[src/hw/rtl/m31alu_pkg.sv]
package m31alu_pkg;

    // Field parameters
    localparam int          FW       = 31;
    localparam logic [30:0] MODULUS  = 31'h7FFF_FFFF;
    localparam logic [30:0] INV_EXP  = MODULUS - 31'd2;
    localparam int          PW       = 2 * FW;
    localparam int          CNT_W    = 5;
    localparam int          UADDR_W  = 5;

    // Request opcodes
    localparam logic [2:0] OP_ADD = 3'd0;
    localparam logic [2:0] OP_SUB = 3'd1;
    localparam logic [2:0] OP_MUL = 3'd2;
    localparam logic [2:0] OP_NEG = 3'd3;
    localparam logic [2:0] OP_INV = 3'd4;
    localparam logic [2:0] OP_DOT = 3'd5;

    // Microprogram addresses
    localparam logic [4:0] U_IDLE     = 5'd0;
    localparam logic [4:0] U_ADD      = 5'd1;
    localparam logic [4:0] U_SUB      = 5'd2;
    localparam logic [4:0] U_NEG      = 5'd3;
    localparam logic [4:0] U_MUL      = 5'd4;
    localparam logic [4:0] U_MUL_FOLD = 5'd5;
    localparam logic [4:0] U_DOT      = 5'd6;
    localparam logic [4:0] U_DOT_FOLD = 5'd7;
    localparam logic [4:0] U_DOT_ACC  = 5'd8;
    localparam logic [4:0] U_INV      = 5'd9;
    localparam logic [4:0] U_INV_TEST = 5'd10;
    localparam logic [4:0] U_INV_MUL  = 5'd11;
    localparam logic [4:0] U_INV_MFLD = 5'd12;
    localparam logic [4:0] U_INV_END  = 5'd13;
    localparam logic [4:0] U_INV_SQR  = 5'd14;
    localparam logic [4:0] U_INV_SFLD = 5'd15;
    localparam logic [4:0] U_INV_OUT  = 5'd16;

    // Multiplier operand selects
    localparam logic [1:0] MA_A    = 2'd0;
    localparam logic [1:0] MA_X    = 2'd1;
    localparam logic [1:0] MA_BASE = 2'd2;
    localparam logic       MB_B    = 1'b0;
    localparam logic       MB_BASE = 1'b1;

    // Register write codes
    localparam logic [3:0] WR_NONE = 4'd0;
    localparam logic [3:0] WR_ADD  = 4'd1;
    localparam logic [3:0] WR_SUB  = 4'd2;
    localparam logic [3:0] WR_NEG  = 4'd3;
    localparam logic [3:0] WR_MUL  = 4'd4;
    localparam logic [3:0] WR_DOT  = 4'd5;
    localparam logic [3:0] WR_X    = 4'd6;
    localparam logic [3:0] WR_BASE = 4'd7;
    localparam logic [3:0] WR_INIT = 4'd8;
    localparam logic [3:0] WR_RESX = 4'd9;

    // Sequencer jump codes
    localparam logic [2:0] J_NEXT   = 3'd0;
    localparam logic [2:0] J_IDLE   = 3'd1;
    localparam logic [2:0] J_GOTO   = 3'd2;
    localparam logic [2:0] J_EXPZ   = 3'd3;
    localparam logic [2:0] J_CNTEND = 3'd4;

    typedef struct packed {
        logic       load;
        logic [1:0] a_sel;
        logic       b_sel;
        logic       ld_prod;
        logic [3:0] wr;
        logic       cnt_inc;
    } dp_ctrl_t;

    typedef struct packed {
        logic exp_bit;
        logic cnt_end;
        logic last;
    } dp_stat_t;

    typedef struct packed {
        logic [1:0]         a_sel;
        logic               b_sel;
        logic               ld_prod;
        logic [3:0]         wr;
        logic               cnt_inc;
        logic               emit;
        logic               emit_last;
        logic [2:0]         jmp;
        logic [UADDR_W-1:0] target;
    } uword_t;

    function automatic uword_t mk_uword(
        input logic [1:0]         a_sel,
        input logic               b_sel,
        input logic               ld_prod,
        input logic [3:0]         wr,
        input logic               cnt_inc,
        input logic               emit,
        input logic               emit_last,
        input logic [2:0]         jmp,
        input logic [UADDR_W-1:0] target
    );
        uword_t w;
        w.a_sel     = a_sel;
        w.b_sel     = b_sel;
        w.ld_prod   = ld_prod;
        w.wr        = wr;
        w.cnt_inc   = cnt_inc;
        w.emit      = emit;
        w.emit_last = emit_last;
        w.jmp       = jmp;
        w.target    = target;
        return w;
    endfunction

    // Microprogram store
    function automatic uword_t ucode_rom(input logic [UADDR_W-1:0] addr);
        uword_t w;
        case (addr)
            U_ADD:      w = mk_uword(MA_A, MB_B, 1'b0, WR_ADD, 1'b0, 1'b1, 1'b0, J_IDLE, U_IDLE);
            U_SUB:      w = mk_uword(MA_A, MB_B, 1'b0, WR_SUB, 1'b0, 1'b1, 1'b0, J_IDLE, U_IDLE);
            U_NEG:      w = mk_uword(MA_A, MB_B, 1'b0, WR_NEG, 1'b0, 1'b1, 1'b0, J_IDLE, U_IDLE);
            U_MUL:      w = mk_uword(MA_A, MB_B, 1'b1, WR_NONE, 1'b0, 1'b0, 1'b0, J_NEXT, U_IDLE);
            U_MUL_FOLD: w = mk_uword(MA_A, MB_B, 1'b0, WR_MUL, 1'b0, 1'b1, 1'b0, J_IDLE, U_IDLE);
            U_DOT:      w = mk_uword(MA_A, MB_B, 1'b1, WR_NONE, 1'b0, 1'b0, 1'b0, J_NEXT, U_IDLE);
            U_DOT_FOLD: w = mk_uword(MA_A, MB_B, 1'b0, WR_X, 1'b0, 1'b0, 1'b0, J_NEXT, U_IDLE);
            U_DOT_ACC:  w = mk_uword(MA_A, MB_B, 1'b0, WR_DOT, 1'b0, 1'b0, 1'b1, J_IDLE, U_IDLE);
            U_INV:      w = mk_uword(MA_A, MB_B, 1'b0, WR_INIT, 1'b0, 1'b0, 1'b0, J_NEXT, U_IDLE);
            U_INV_TEST: w = mk_uword(MA_A, MB_B, 1'b0, WR_NONE, 1'b0, 1'b0, 1'b0, J_EXPZ,
                                     U_INV_END);
            U_INV_MUL:  w = mk_uword(MA_X, MB_BASE, 1'b1, WR_NONE, 1'b0, 1'b0, 1'b0, J_NEXT,
                                     U_IDLE);
            U_INV_MFLD: w = mk_uword(MA_A, MB_B, 1'b0, WR_X, 1'b0, 1'b0, 1'b0, J_NEXT, U_IDLE);
            U_INV_END:  w = mk_uword(MA_A, MB_B, 1'b0, WR_NONE, 1'b0, 1'b0, 1'b0, J_CNTEND,
                                     U_INV_OUT);
            U_INV_SQR:  w = mk_uword(MA_BASE, MB_BASE, 1'b1, WR_NONE, 1'b1, 1'b0, 1'b0, J_NEXT,
                                     U_IDLE);
            U_INV_SFLD: w = mk_uword(MA_A, MB_B, 1'b0, WR_BASE, 1'b0, 1'b0, 1'b0, J_GOTO,
                                     U_INV_TEST);
            U_INV_OUT:  w = mk_uword(MA_A, MB_B, 1'b0, WR_RESX, 1'b0, 1'b1, 1'b0, J_IDLE, U_IDLE);
            default:    w = mk_uword(MA_A, MB_B, 1'b0, WR_NONE, 1'b0, 1'b0, 1'b0, J_IDLE, U_IDLE);
        endcase
        return w;
    endfunction

    // Opcode dispatch; unused opcodes stay idle
    function automatic logic [UADDR_W-1:0] entry_point(input logic [2:0] op);
        logic [UADDR_W-1:0] e;
        case (op)
            OP_ADD:  e = U_ADD;
            OP_SUB:  e = U_SUB;
            OP_MUL:  e = U_MUL;
            OP_NEG:  e = U_NEG;
            OP_INV:  e = U_INV;
            OP_DOT:  e = U_DOT;
            default: e = U_IDLE;
        endcase
        return e;
    endfunction

    // All-ones pattern equals the modulus and maps to zero
    function automatic logic [FW-1:0] canon(input logic [FW-1:0] v);
        return (v == MODULUS) ? '0 : v;
    endfunction

    function automatic logic [FW-1:0] fadd(input logic [FW-1:0] x, input logic [FW-1:0] y);
        logic [FW:0] s;
        s = {1'b0, x} + {1'b0, y};
        if (s >= {1'b0, MODULUS}) begin
            s = s - {1'b0, MODULUS};
        end
        return s[FW-1:0];
    endfunction

    function automatic logic [FW-1:0] fsub(input logic [FW-1:0] x, input logic [FW-1:0] y);
        logic [FW:0] d;
        d = {1'b0, x} - {1'b0, y};
        if (d[FW]) begin
            d = d + {1'b0, MODULUS};
        end
        return d[FW-1:0];
    endfunction

    function automatic logic [FW-1:0] fneg(input logic [FW-1:0] x);
        return (x == '0) ? '0 : (MODULUS - x);
    endfunction

    // Double Mersenne fold of a product of two canonical elements
    function automatic logic [FW-1:0] fold(input logic [PW-1:0] p);
        logic [FW:0] first;
        logic [FW:0] r;
        first = {1'b0, p[FW-1:0]} + {1'b0, p[PW-1:FW]};
        r     = {1'b0, first[FW-1:0]} + {{FW{1'b0}}, first[FW]};
        if (r >= {1'b0, MODULUS}) begin
            r = r - {1'b0, MODULUS};
        end
        return r[FW-1:0];
    endfunction

endpackage

[src/hw/rtl/m31alu_dp.sv]
module m31alu_dp
    import m31alu_pkg::*;
(
    input  logic          aclk,
    input  logic          aresetn,
    input  dp_ctrl_t      ctrl,
    input  logic [FW-1:0] in_a,
    input  logic [FW-1:0] in_b,
    input  logic          in_last,
    output dp_stat_t      stat,
    output logic [FW-1:0] res_value
);

    logic [FW-1:0]    a_reg, a_next;
    logic [FW-1:0]    b_reg, b_next;
    logic             last_reg, last_next;
    logic [FW-1:0]    x_reg, x_next;
    logic [FW-1:0]    base_reg, base_next;
    logic [PW-1:0]    prod_reg, prod_next;
    logic [CNT_W-1:0] cnt_reg, cnt_next;
    logic [FW-1:0]    dot_reg, dot_next;
    logic [FW-1:0]    mul_a;
    logic [FW-1:0]    mul_b;
    logic [FW-1:0]    folded;
    logic [FW-1:0]    dot_sum;

    // Select multiplier operands
    always_comb begin
        case (ctrl.a_sel)
            MA_X:    mul_a = x_reg;
            MA_BASE: mul_a = base_reg;
            default: mul_a = a_reg;
        endcase
        mul_b = (ctrl.b_sel == MB_BASE) ? base_reg : b_reg;
    end

    assign folded  = fold(prod_reg);
    assign dot_sum = fadd(dot_reg, x_reg);

    // Result value for the current write code
    always_comb begin
        case (ctrl.wr)
            WR_ADD:  res_value = fadd(a_reg, b_reg);
            WR_SUB:  res_value = fsub(a_reg, b_reg);
            WR_NEG:  res_value = fneg(a_reg);
            WR_MUL:  res_value = folded;
            WR_DOT:  res_value = dot_sum;
            WR_RESX: res_value = x_reg;
            default: res_value = '0;
        endcase
    end

    // Next-state logic for working registers
    always_comb begin
        a_next    = a_reg;
        b_next    = b_reg;
        last_next = last_reg;
        x_next    = x_reg;
        base_next = base_reg;
        cnt_next  = cnt_reg;
        dot_next  = dot_reg;
        prod_next = prod_reg;
        if (ctrl.load) begin
            a_next    = canon(in_a);
            b_next    = canon(in_b);
            last_next = in_last;
        end
        if (ctrl.ld_prod) begin
            prod_next = {{(PW-FW){1'b0}}, mul_a} * {{(PW-FW){1'b0}}, mul_b};
        end
        if (ctrl.cnt_inc) begin
            cnt_next = cnt_reg + CNT_W'(1);
        end
        case (ctrl.wr)
            WR_X:    x_next    = folded;
            WR_BASE: base_next = folded;
            WR_DOT:  dot_next  = last_reg ? '0 : dot_sum;
            WR_INIT: begin
                x_next    = FW'(1);
                base_next = a_reg;
                cnt_next  = '0;
            end
            default: ;
        endcase
    end

    // Hold the dot accumulator across requests
    always_ff @(posedge aclk) begin
        if (!aresetn) begin
            dot_reg <= '0;
        end else begin
            dot_reg <= dot_next;
        end
    end

    always_ff @(posedge aclk) begin
        a_reg    <= a_next;
        b_reg    <= b_next;
        last_reg <= last_next;
        x_reg    <= x_next;
        base_reg <= base_next;
        prod_reg <= prod_next;
        cnt_reg  <= cnt_next;
    end

    assign stat.exp_bit = INV_EXP[cnt_reg];
    assign stat.cnt_end = (cnt_reg == CNT_W'(FW - 1));
    assign stat.last    = last_reg;

endmodule

[src/hw/rtl/mersenne31_field_alu_with_dot.sv]
// Arithmetic unit over the field of integers modulo 2^31 - 1.
// Requests enter on the s_ stream: opcode, operand_a and operand_b in s_tdata,
// and last_element on s_tlast. Results leave on the m_ stream as a canonical
// 31-bit value in m_tdata. Add, sub, mul, neg and inverse give one result per
// request; a dot step gives a result only when s_tlast is set, and that step
// also clears the running accumulator. Opcodes 6 and 7 are taken and dropped.
// A microprogram drives one 31x31 multiplier, a fold unit and the adders, one
// control word per cycle while no stall holds it. s_tready is high only while
// the sequencer is idle, so one request is worked on at a time. An inverse is
// square-and-multiply over 31 exponent bits, four to six microsteps per bit,
// all sharing the one multiplier. A new request is taken in the cycle after
// the last microstep. The result register lets the next request start while
// a result waits; a microstep that must write a new result holds until
// m_tready frees it.
// Reset (aresetn low, synchronous) empties the result register, returns the
// sequencer to idle and clears the dot accumulator.
module mersenne31_field_alu_with_dot
    import m31alu_pkg::*;
(
    input  logic        aclk,
    input  logic        aresetn,
    input  logic        s_tvalid,
    output logic        s_tready,
    input  logic [71:0] s_tdata,   // [2:0] opcode, [33:3] operand_a, [64:34] operand_b, zero fill
    input  logic        s_tlast,
    output logic        m_tvalid,
    input  logic        m_tready,
    output logic [31:0] m_tdata    // [30:0] value, zero fill
);

    logic [UADDR_W-1:0] upc_reg, upc_next;
    logic               m_tvalid_reg, m_tvalid_next;
    logic [FW-1:0]      m_value_reg, m_value_next;
    uword_t             uw;
    dp_ctrl_t           ctrl;
    dp_stat_t           stat;
    logic [FW-1:0]      res_value;
    logic               idle;
    logic               accept;
    logic               emit;
    logic               stall;
    logic [UADDR_W-1:0] upc_inc;

    assign uw      = ucode_rom(upc_reg);
    assign idle    = (upc_reg == U_IDLE);
    assign accept  = s_tvalid && idle;
    assign emit    = uw.emit || (uw.emit_last && stat.last);
    assign stall   = emit && m_tvalid_reg && !m_tready;
    assign upc_inc = upc_reg + UADDR_W'(1);

    // Drive the datapath; drop the control word while stalled
    always_comb begin
        ctrl.load    = accept;
        ctrl.a_sel   = uw.a_sel;
        ctrl.b_sel   = uw.b_sel;
        ctrl.ld_prod = uw.ld_prod && !stall;
        ctrl.wr      = stall ? WR_NONE : uw.wr;
        ctrl.cnt_inc = uw.cnt_inc && !stall;
    end

    // Advance the step counter
    always_comb begin
        upc_next = upc_reg;
        if (idle) begin
            if (accept) begin
                upc_next = entry_point(s_tdata[2:0]);
            end
        end else if (!stall) begin
            case (uw.jmp)
                J_NEXT:   upc_next = upc_inc;
                J_GOTO:   upc_next = uw.target;
                J_EXPZ:   upc_next = stat.exp_bit ? upc_inc : uw.target;
                J_CNTEND: upc_next = stat.cnt_end ? uw.target : upc_inc;
                default:  upc_next = U_IDLE;
            endcase
        end
    end

    // Load or release the result register
    always_comb begin
        m_tvalid_next = m_tvalid_reg;
        m_value_next  = m_value_reg;
        if (emit && !stall) begin
            m_tvalid_next = 1'b1;
            m_value_next  = res_value;
        end else if (m_tready) begin
            m_tvalid_next = 1'b0;
        end
    end

    always_ff @(posedge aclk) begin
        if (!aresetn) begin
            upc_reg      <= U_IDLE;
            m_tvalid_reg <= 1'b0;
        end else begin
            upc_reg      <= upc_next;
            m_tvalid_reg <= m_tvalid_next;
        end
    end

    always_ff @(posedge aclk) begin
        m_value_reg <= m_value_next;
    end

    m31alu_dp u_dp (
        .aclk      (aclk),
        .aresetn   (aresetn),
        .ctrl      (ctrl),
        .in_a      (s_tdata[33:3]),
        .in_b      (s_tdata[64:34]),
        .in_last   (s_tlast),
        .stat      (stat),
        .res_value (res_value)
    );

    assign s_tready = idle;
    assign m_tvalid = m_tvalid_reg;
    assign m_tdata  = {1'b0, m_value_reg};

endmodule
[config.mk]
export PLATFORM = sky130hd
export DESIGN_NAME = mersenne31_field_alu_with_dot
export DESIGN_NICKNAME = d
export VERILOG_FILES = /design/src/hw/rtl/m31alu_pkg.sv /design/src/hw/rtl/m31alu_dp.sv /design/src/hw/rtl/mersenne31_field_alu_with_dot.sv
export SDC_FILE = /design/constraint.sdc
export NUM_CORES = 2
export LEC_CHECK = 0
export ABC_AREA = 1
export BUFFER_PORTS_ARGS = -buffer_cell sky130_fd_sc_hd__buf_2
export CORE_MARGIN = 8
export CORE_UTILIZATION = 55
export DETAILED_ROUTE_END_ITERATION = 10
export PLACE_DENSITY_LB_ADDON = 0.15
export SYNTH_ARGS = -nofsm -noshare
export SYNTH_HDL_FRONTEND = slang
export SYNTH_SLANG_ARGS = --single-unit
[constraint.sdc]
create_clock -name aclk -period 11.15 [get_ports aclk]
set_clock_uncertainty 0.05 [all_clocks]
set_input_delay 1.6725 -clock aclk [delete_from_list [all_inputs] [get_ports aclk]]
set_output_delay 1.6725 -clock aclk [all_outputs]
set_load 0.03 [all_outputs]
# Word level (Yosys, flattened, before mapping)

Memory sizes are Yosys's and may differ from the RTL's. A register that Yosys moved wholly into a read port is not among the register bits.
Index checks and enable logic that the tools add are counted.

$add $sub $neg: 12
Multipliers: 1
Magnitude comparators: 4
Eq/ne operators: 24
Muxes and demuxes: 26
Reduce and logical (&&, ||, !) cells: 18

Operators with widths:

| cell                                                                | number |
|---|---|
| 2-to-1 mux 31 bit                                                   | 7 |
| one-hot mux 31 bit (2 select lines)                                 | 3 |
| one-hot mux 31 bit (6 select lines)                                 | 1 |
| adder 31 x 31 -> 32 bit                                             | 3 |
| greater-or-equal comparator 32 x 31 -> 1 bit, second input constant | 3 |
| subtractor 31 bit, second input constant                            | 3 |
| equality test 31 bit, second input constant                         | 2 |
| multiplier 31 x 31 -> 62 bit                                        | 1 |
| 2-to-1 mux 5 bit                                                    | 9 |
| adder 31 x 1 -> 32 bit                                              | 1 |
| subtractor 31 x 31 -> 32 bit                                        | 1 |
| adder 31 bit, second input constant                                 | 1 |
| zero test 31 bit                                                    | 1 |
| subtractor 31 bit, first input constant                             | 1 |
| one-hot mux 4 bit (6 select lines)                                  | 1 |
| one-hot mux 5 bit (4 select lines)                                  | 1 |
| equality test 4 x 3 -> 1 bit, second input constant                 | 4 |
| equality test 3 x 2 -> 1 bit, second input constant                 | 4 |
| adder 5 x 1 -> 5 bit, second input constant                         | 2 |
| equality test 3 bit, second input constant                          | 3 |
| equality test 4 x 2 -> 1 bit, second input constant                 | 2 |
| equality test 4 bit, second input constant                          | 2 |
| logical AND 1 bit                                                   | 7 |
| zero test 3 bit                                                     | 2 |
| other kinds (15)                                                    | 20 |

Register bits: 260
ROM bits: 640
Input port bits: 77
Output and inout bits: 34
Logic and storage cells: 98
Memories: 2

Memories:

| name            | depth | bits a word | read ports | clocked after Yosys merged registers in | write ports | RTL line          | text |
|---|---|---|---|---|---|---|---|
| (no name shown) | 32    | 19          | 1          | 1                                       | 0           | m31alu_pkg.sv:118 | `case (addr)` |
| (no name shown) | 32    | 1           | 1          | 1                                       | 0           | m31alu_dp.sv:106  | `assign stat.exp_bit = INV_EXP[cnt_reg];` |

# Logic depth before layout (Yosys ltp)

Word-level depth: 8
Depth in mapped cells: 40
Gate-level depth less buffers: 38

# Hierarchy

From an unflattened synthesis, not the netlist that was laid out.

Cells, all modules: 7724
Area, all modules: 56414.1 um2

Modules (own cells, without submodules):

| module                        | times used | cells each | area an instance (um2) | seq. area each (um2) |
|---|---|---|---|---|
| m31alu_dp                     | 1          | 7463       | 54025.6                | 6356.1 |
| mersenne31_field_alu_with_dot | 1          | 261        | 2388.5                 | 1351.3 |

# Worst setup path after synthesis

Ideal clock, no wire load.

Kind: register to register
Start point: reg, netlist name uw[17]
End point: reg u_dp.prod_reg[59] (data pin)
Library setup time: 260 ps
Arrival time: 7890 ps
Required time: 10840 ps
Slack: 2950 ps
Cell stages (with the launch flop): 38
Buffers on the path: 3
Period minus slack after synthesis: 8200 ps
Path through: dfxtp_1 inv_1 ha_1 clkbuf_1 buf_1 nand2_1 nand2_1 clkbuf_1 nor2_1 fa_1 inv_1 fa_1 inv_1 fa_1 inv_1 fa_1 inv_1 fa_1 (+2 left out) inv_1 fa_1 inv_1 ha_1 a21oi_1 inv_1 a31oi_1 o21ai_0 a21oi_1 nand3_1 nand2_1 o211ai_1 nand2_1 nand3_1 a21boi_0 nor2_1 nor2_1 xor2_1

Cells in the longest elaborated chain, start to end: 3
Elaborated cells on any way between the ends: 4
Those cells by class: mul (1); eq/ne (2); mux (1)

Ends and longest elaborated chain:

| item                                                                       | RTL line         | text |
|---|---|---|
| equality test 2 bit / equality test 2 x 1 -> 1 bit (equally long branches) | m31alu_dp.sv:29  | `case (ctrl.a_sel)` |
| one-hot mux 31 bit (2 select lines) (*)                                    | m31alu_dp.sv:29  |  |
| multiplier 31 x 31 -> 62 bit (*)                                           | m31alu_dp.sv:69  | `prod_next = {{(PW-FW){1'b0}}, mul_a} * {{(PW-FW){1'b0}}, mul_b};` |
| end signal: assignment                                                     | m31alu_dp.sv:102 | `prod_reg <= prod_next;` |
| end: declaration                                                           | m31alu_dp.sv:19  | `logic [PW-1:0] prod_reg, prod_next;` |

Mark *: on every way between the ends. The rest lies on a longest branch, timed or not.
A chain may end at the register's enable or synchronous reset.

# Worst setup path after layout

Start point: reg, netlist name uw[16]
End point: reg u_dp.prod_reg[59] (data pin)

Cells in the longest elaborated chain, start to end: 2

Ends and longest elaborated chain:

| item                         | RTL line        | text |
|---|---|---|
| 2-to-1 mux 31 bit            | m31alu_dp.sv:34 | `mul_b = (ctrl.b_sel == MB_BASE) ? base_reg : b_reg;` |
| multiplier 31 x 31 -> 62 bit | m31alu_dp.sv:69 |  |

No other way between the ends.

==> flow_summary.ini <==
[run_status]
status = finished clean

[detailed_routing]
drt_wl_total_mm = 224.4
drt-initial-drc-count = 5152
first_pass_iters = 8
postRouteAntennaNets = 0
detail_route.vias_per_cell = 5.821
vias = 52770
wl_per_cell_um = 24.75
drc = 0

[die]
die-area_um2 = 112500
core_um2 = 101400
start_util = 0.5531
fp.dieW_um = 335.4
rows = 117
dieHeight_um = 335.4
io_pins = 111

[finish]
area_growth_pct = 6.616
largest_register_ffs = 62
layout-drive-gt1-share = 0.05345
fin_nets = 8977

[clock_tree]
path_clk_slew_ns = 0.06
holdBufCountCts = 0
cts_buffers = 34
clkLatencyLatePin_ns = 0.58
clockBufferDepth = 3
htreeDepth = 2
root_buffer = clkbuf_16
postCtsSetupRepairBufs = 0
cts.sinks = 276
cts-resized-gates = 0
cts_tree = yes

[global_route]
antenna_found_initial = 4
use_met2 = 0.6293
grtUsageMet3 = 0.08680
grt-busiest-layer = met2
grt_start_max_net_pins = 64
grt_pass1_wl_mm = 329.1
met1_usage = 0.4699
grt_usage = 0.3940
grt_pass1_vias = 52317
overflow = 0

[timing]
finalCritPeriodShare = 0.8997
finalSetupTns_ns = 0
relSlewSlack = 0.2129
fmax_mhz = 99.69
fin_crit_ns = 10.03
maxSlewViolCount = 0
worst_pin_slew_ns = 1.179
finalSetupViolCount = 0
rsz0062_at_grt = false
hold_viol_final = 0

[synthesis]
syn_area_per_cell_um2 = 7.359
synth_cell_type_count = 58
synthCells = 7625
seq_area_frac_synth = 0.1374
yosys_warnings = 0
synth_nets = 8938
syn_area_um2 = 56110
synth.ff_latch_count = 276

[critical_path]
worst_setup_path_end_kind = flop
cp-start-kind = flop
r2r_cells = 31
slowest_delay_ns = 0.96
reg2reg_from = uw[16]$_SDFF_PP0_
reg2reg_slack_ns = 1.12
r2r-end = u_dp.prod_reg[59]$_DFFE_PP_
crit_arrival_ns = 10.38
crit_top_cell = fa_1
crit_required_ns = 11.50
crit_type = reg2reg
setup.worst_path.end = u_dp.prod_reg[59]$_DFFE_PP_
crit_fanout = 25
critPathSlowestCell = o21ai_1
crit_path_start = uw[16]$_SDFF_PP0_

[hold_path]
hold_path_class = reg2reg

[placement]
dp.final_hpwl_mm = 184.5
portBuffers = 102
place_congestion = 1.032

[run]
maxCapViolations = 0
==> critical path: cells and delay by family (launching register included) <==
family | cells | cell delay [ns]
flip-flops | 1 | 0.51
AO/OA/AOI/OAI | 6 | 1.87
adder cells (fa/ha/maj) | 9 | 4.55
buffers and inverters | 6 | 1.66
AND/OR/NAND/NOR | 9 | 1.04
XOR/XNOR | 1 | 0.19
==> metrics by stage <==
step	cell area, um^2	instances	hold WS (ns)	worst slack (ns)	utilization
after floorplan	56110	7625	0.3997	2.950	-
after global placement	58620	8996	0.4070	1.627	0.5778
after detailed placement	58620	8996	0.4112	1.617	0.5778
after CTS	59800	9058	0.4211	1.573	0.5895
after global routing	59800	9058	0.4420	0.7795	0.5895
final	59820	9065	0.4238	1.119	0.5897
==> cells in the mapped netlist (all sizes together) <==
master | number | area share
o31ai | 2 | 0.00027
xor2 | 135 | 0.021
a21oi | 265 | 0.024
clkinv | 15 | 0.0010
mux2i | 1 | 0.00018
clkbuf | 209 | 0.014
a31oi | 26 | 0.0029
o311ai | 3 | 0.00047
o211ai | 10 | 0.0013
and3 | 4 | 0.00045
conb | 1 | 0.000067
a32oi | 22 | 0.0034
nand3b | 32 | 0.0045
a21boi | 8 | 0.0011
o221ai | 8 | 0.0012
ha | 395 | 0.088
dfxtp | 58 | 0.021
nor3b | 2 | 0.00027
o21bai | 41 | 0.0055
and2 | 2 | 0.00022
o21ai | 207 | 0.018
xnor2 | 51 | 0.0080
nor2 | 1084 | 0.074
o22ai | 2 | 0.00022
nand2 | 1736 | 0.12
o21a | 15 | 0.0020
edfxtp | 218 | 0.12
nor4 | 28 | 0.0031
a221oi | 3 | 0.00047
nand3 | 379 | 0.035
nand4 | 115 | 0.013
nor3 | 47 | 0.0043
a21o | 16 | 0.0021
inv | 1564 | 0.10
fa | 841 | 0.30
a211oi | 3 | 0.00040
or2 | 6 | 0.00067
o221a | 1 | 0.00020
a2111oi | 1 | 0.00016
o2111ai | 2 | 0.00031
o32ai | 1 | 0.00016
a221o | 29 | 0.0052
buf | 37 | 0.0038
==> worst min path at each step <==
stage                                   from                             to  cells past startpoint
2_1_floorplan   u_dp.dot_reg[0]$_SDFFE_PN0P_   u_dp.dot_reg[0]$_SDFFE_PN0P_                      2
3_3_place_gp   u_dp.dot_reg[12]$_SDFFE_PN0P_  u_dp.dot_reg[12]$_SDFFE_PN0P_                      2
3_5_place_dp    u_dp.dot_reg[2]$_SDFFE_PN0P_   u_dp.dot_reg[2]$_SDFFE_PN0P_                      2
4_1_cts         u_dp.dot_reg[2]$_SDFFE_PN0P_   u_dp.dot_reg[2]$_SDFFE_PN0P_                      2
5_1_grt         u_dp.dot_reg[3]$_SDFFE_PN0P_   u_dp.dot_reg[3]$_SDFFE_PN0P_                      2
6_report       u_dp.dot_reg[12]$_SDFFE_PN0P_  u_dp.dot_reg[12]$_SDFFE_PN0P_                      2
==> per-layer routing <==
layer  share of wire  vias to the layer above
met5        0.000058                        -
met4           0.094                        2
met3            0.10                      833
met2            0.45                     2975
met1            0.36                    25472
li1                -                    23488
==> cells by family (layout without fill, tap and decap cells) <==
| logic type | count (synthesis) | count (layout) | synth area share |
|---|---|---|---|
| adders and majority gates | 1236 | 1236 | 0.3881 |
| DFF | 276 | 276 | 0.1374 |
| AOI/OAI and AO/OA | 665 | 665 | 0.06975 |
| muxes | 1 | 1 | 0.0001784 |
| and+or+nand+nor | 3435 | 3435 | 0.2520 |
| buffers and inverters | 1825 | 1890 | 0.1234 |
| other | 1 | 8 | 0.00006683 |
| xor gates and xnor gates | 186 | 186 | 0.02903 |
==> cells in the final DEF (no fill, tap or decap), drive strengths merged, types with 5 or more instances in the layout <==
master / count
dfxtp: 58
a21o: 16
fa: 841
or2: 6
nand3: 379
nor3: 47
a31oi: 26
nand4: 115
ha: 395
o221ai: 8
o21bai: 41
buf: 249
diode: 7
xor2: 135
a221o: 29
inv: 1569
a21oi: 265
edfxtp: 218
a32oi: 22
o21ai: 207
nor4: 28
o211ai: 10
nor2: 1084
clkinv: 26
bufinv: 5
nand3b: 32
nand2: 1736
clkbuf: 39
o21a: 15
a21boi: 8
xnor2: 51
==> final cells by class <==
| class | instances | area, um^2 |
|---|---|---|
| fillers | 9669 | 41630 |
| multi-input cells | 5524 | 41630 |
| flip-flops and latches | 276 | 7709 |
| clock inverters | 23 | 305.3 |
| inverters | 1579 | 5927 |
| diodes | 7 | 17.52 |
| well taps | 1368 | 1712 |
| repair buffers | 249 | 1639 |
| clock buffers | 39 | 880.8 |
Power is not shown: default switching activity piles up to over one toggle a cycle in this logic, so the estimate is an artifact.
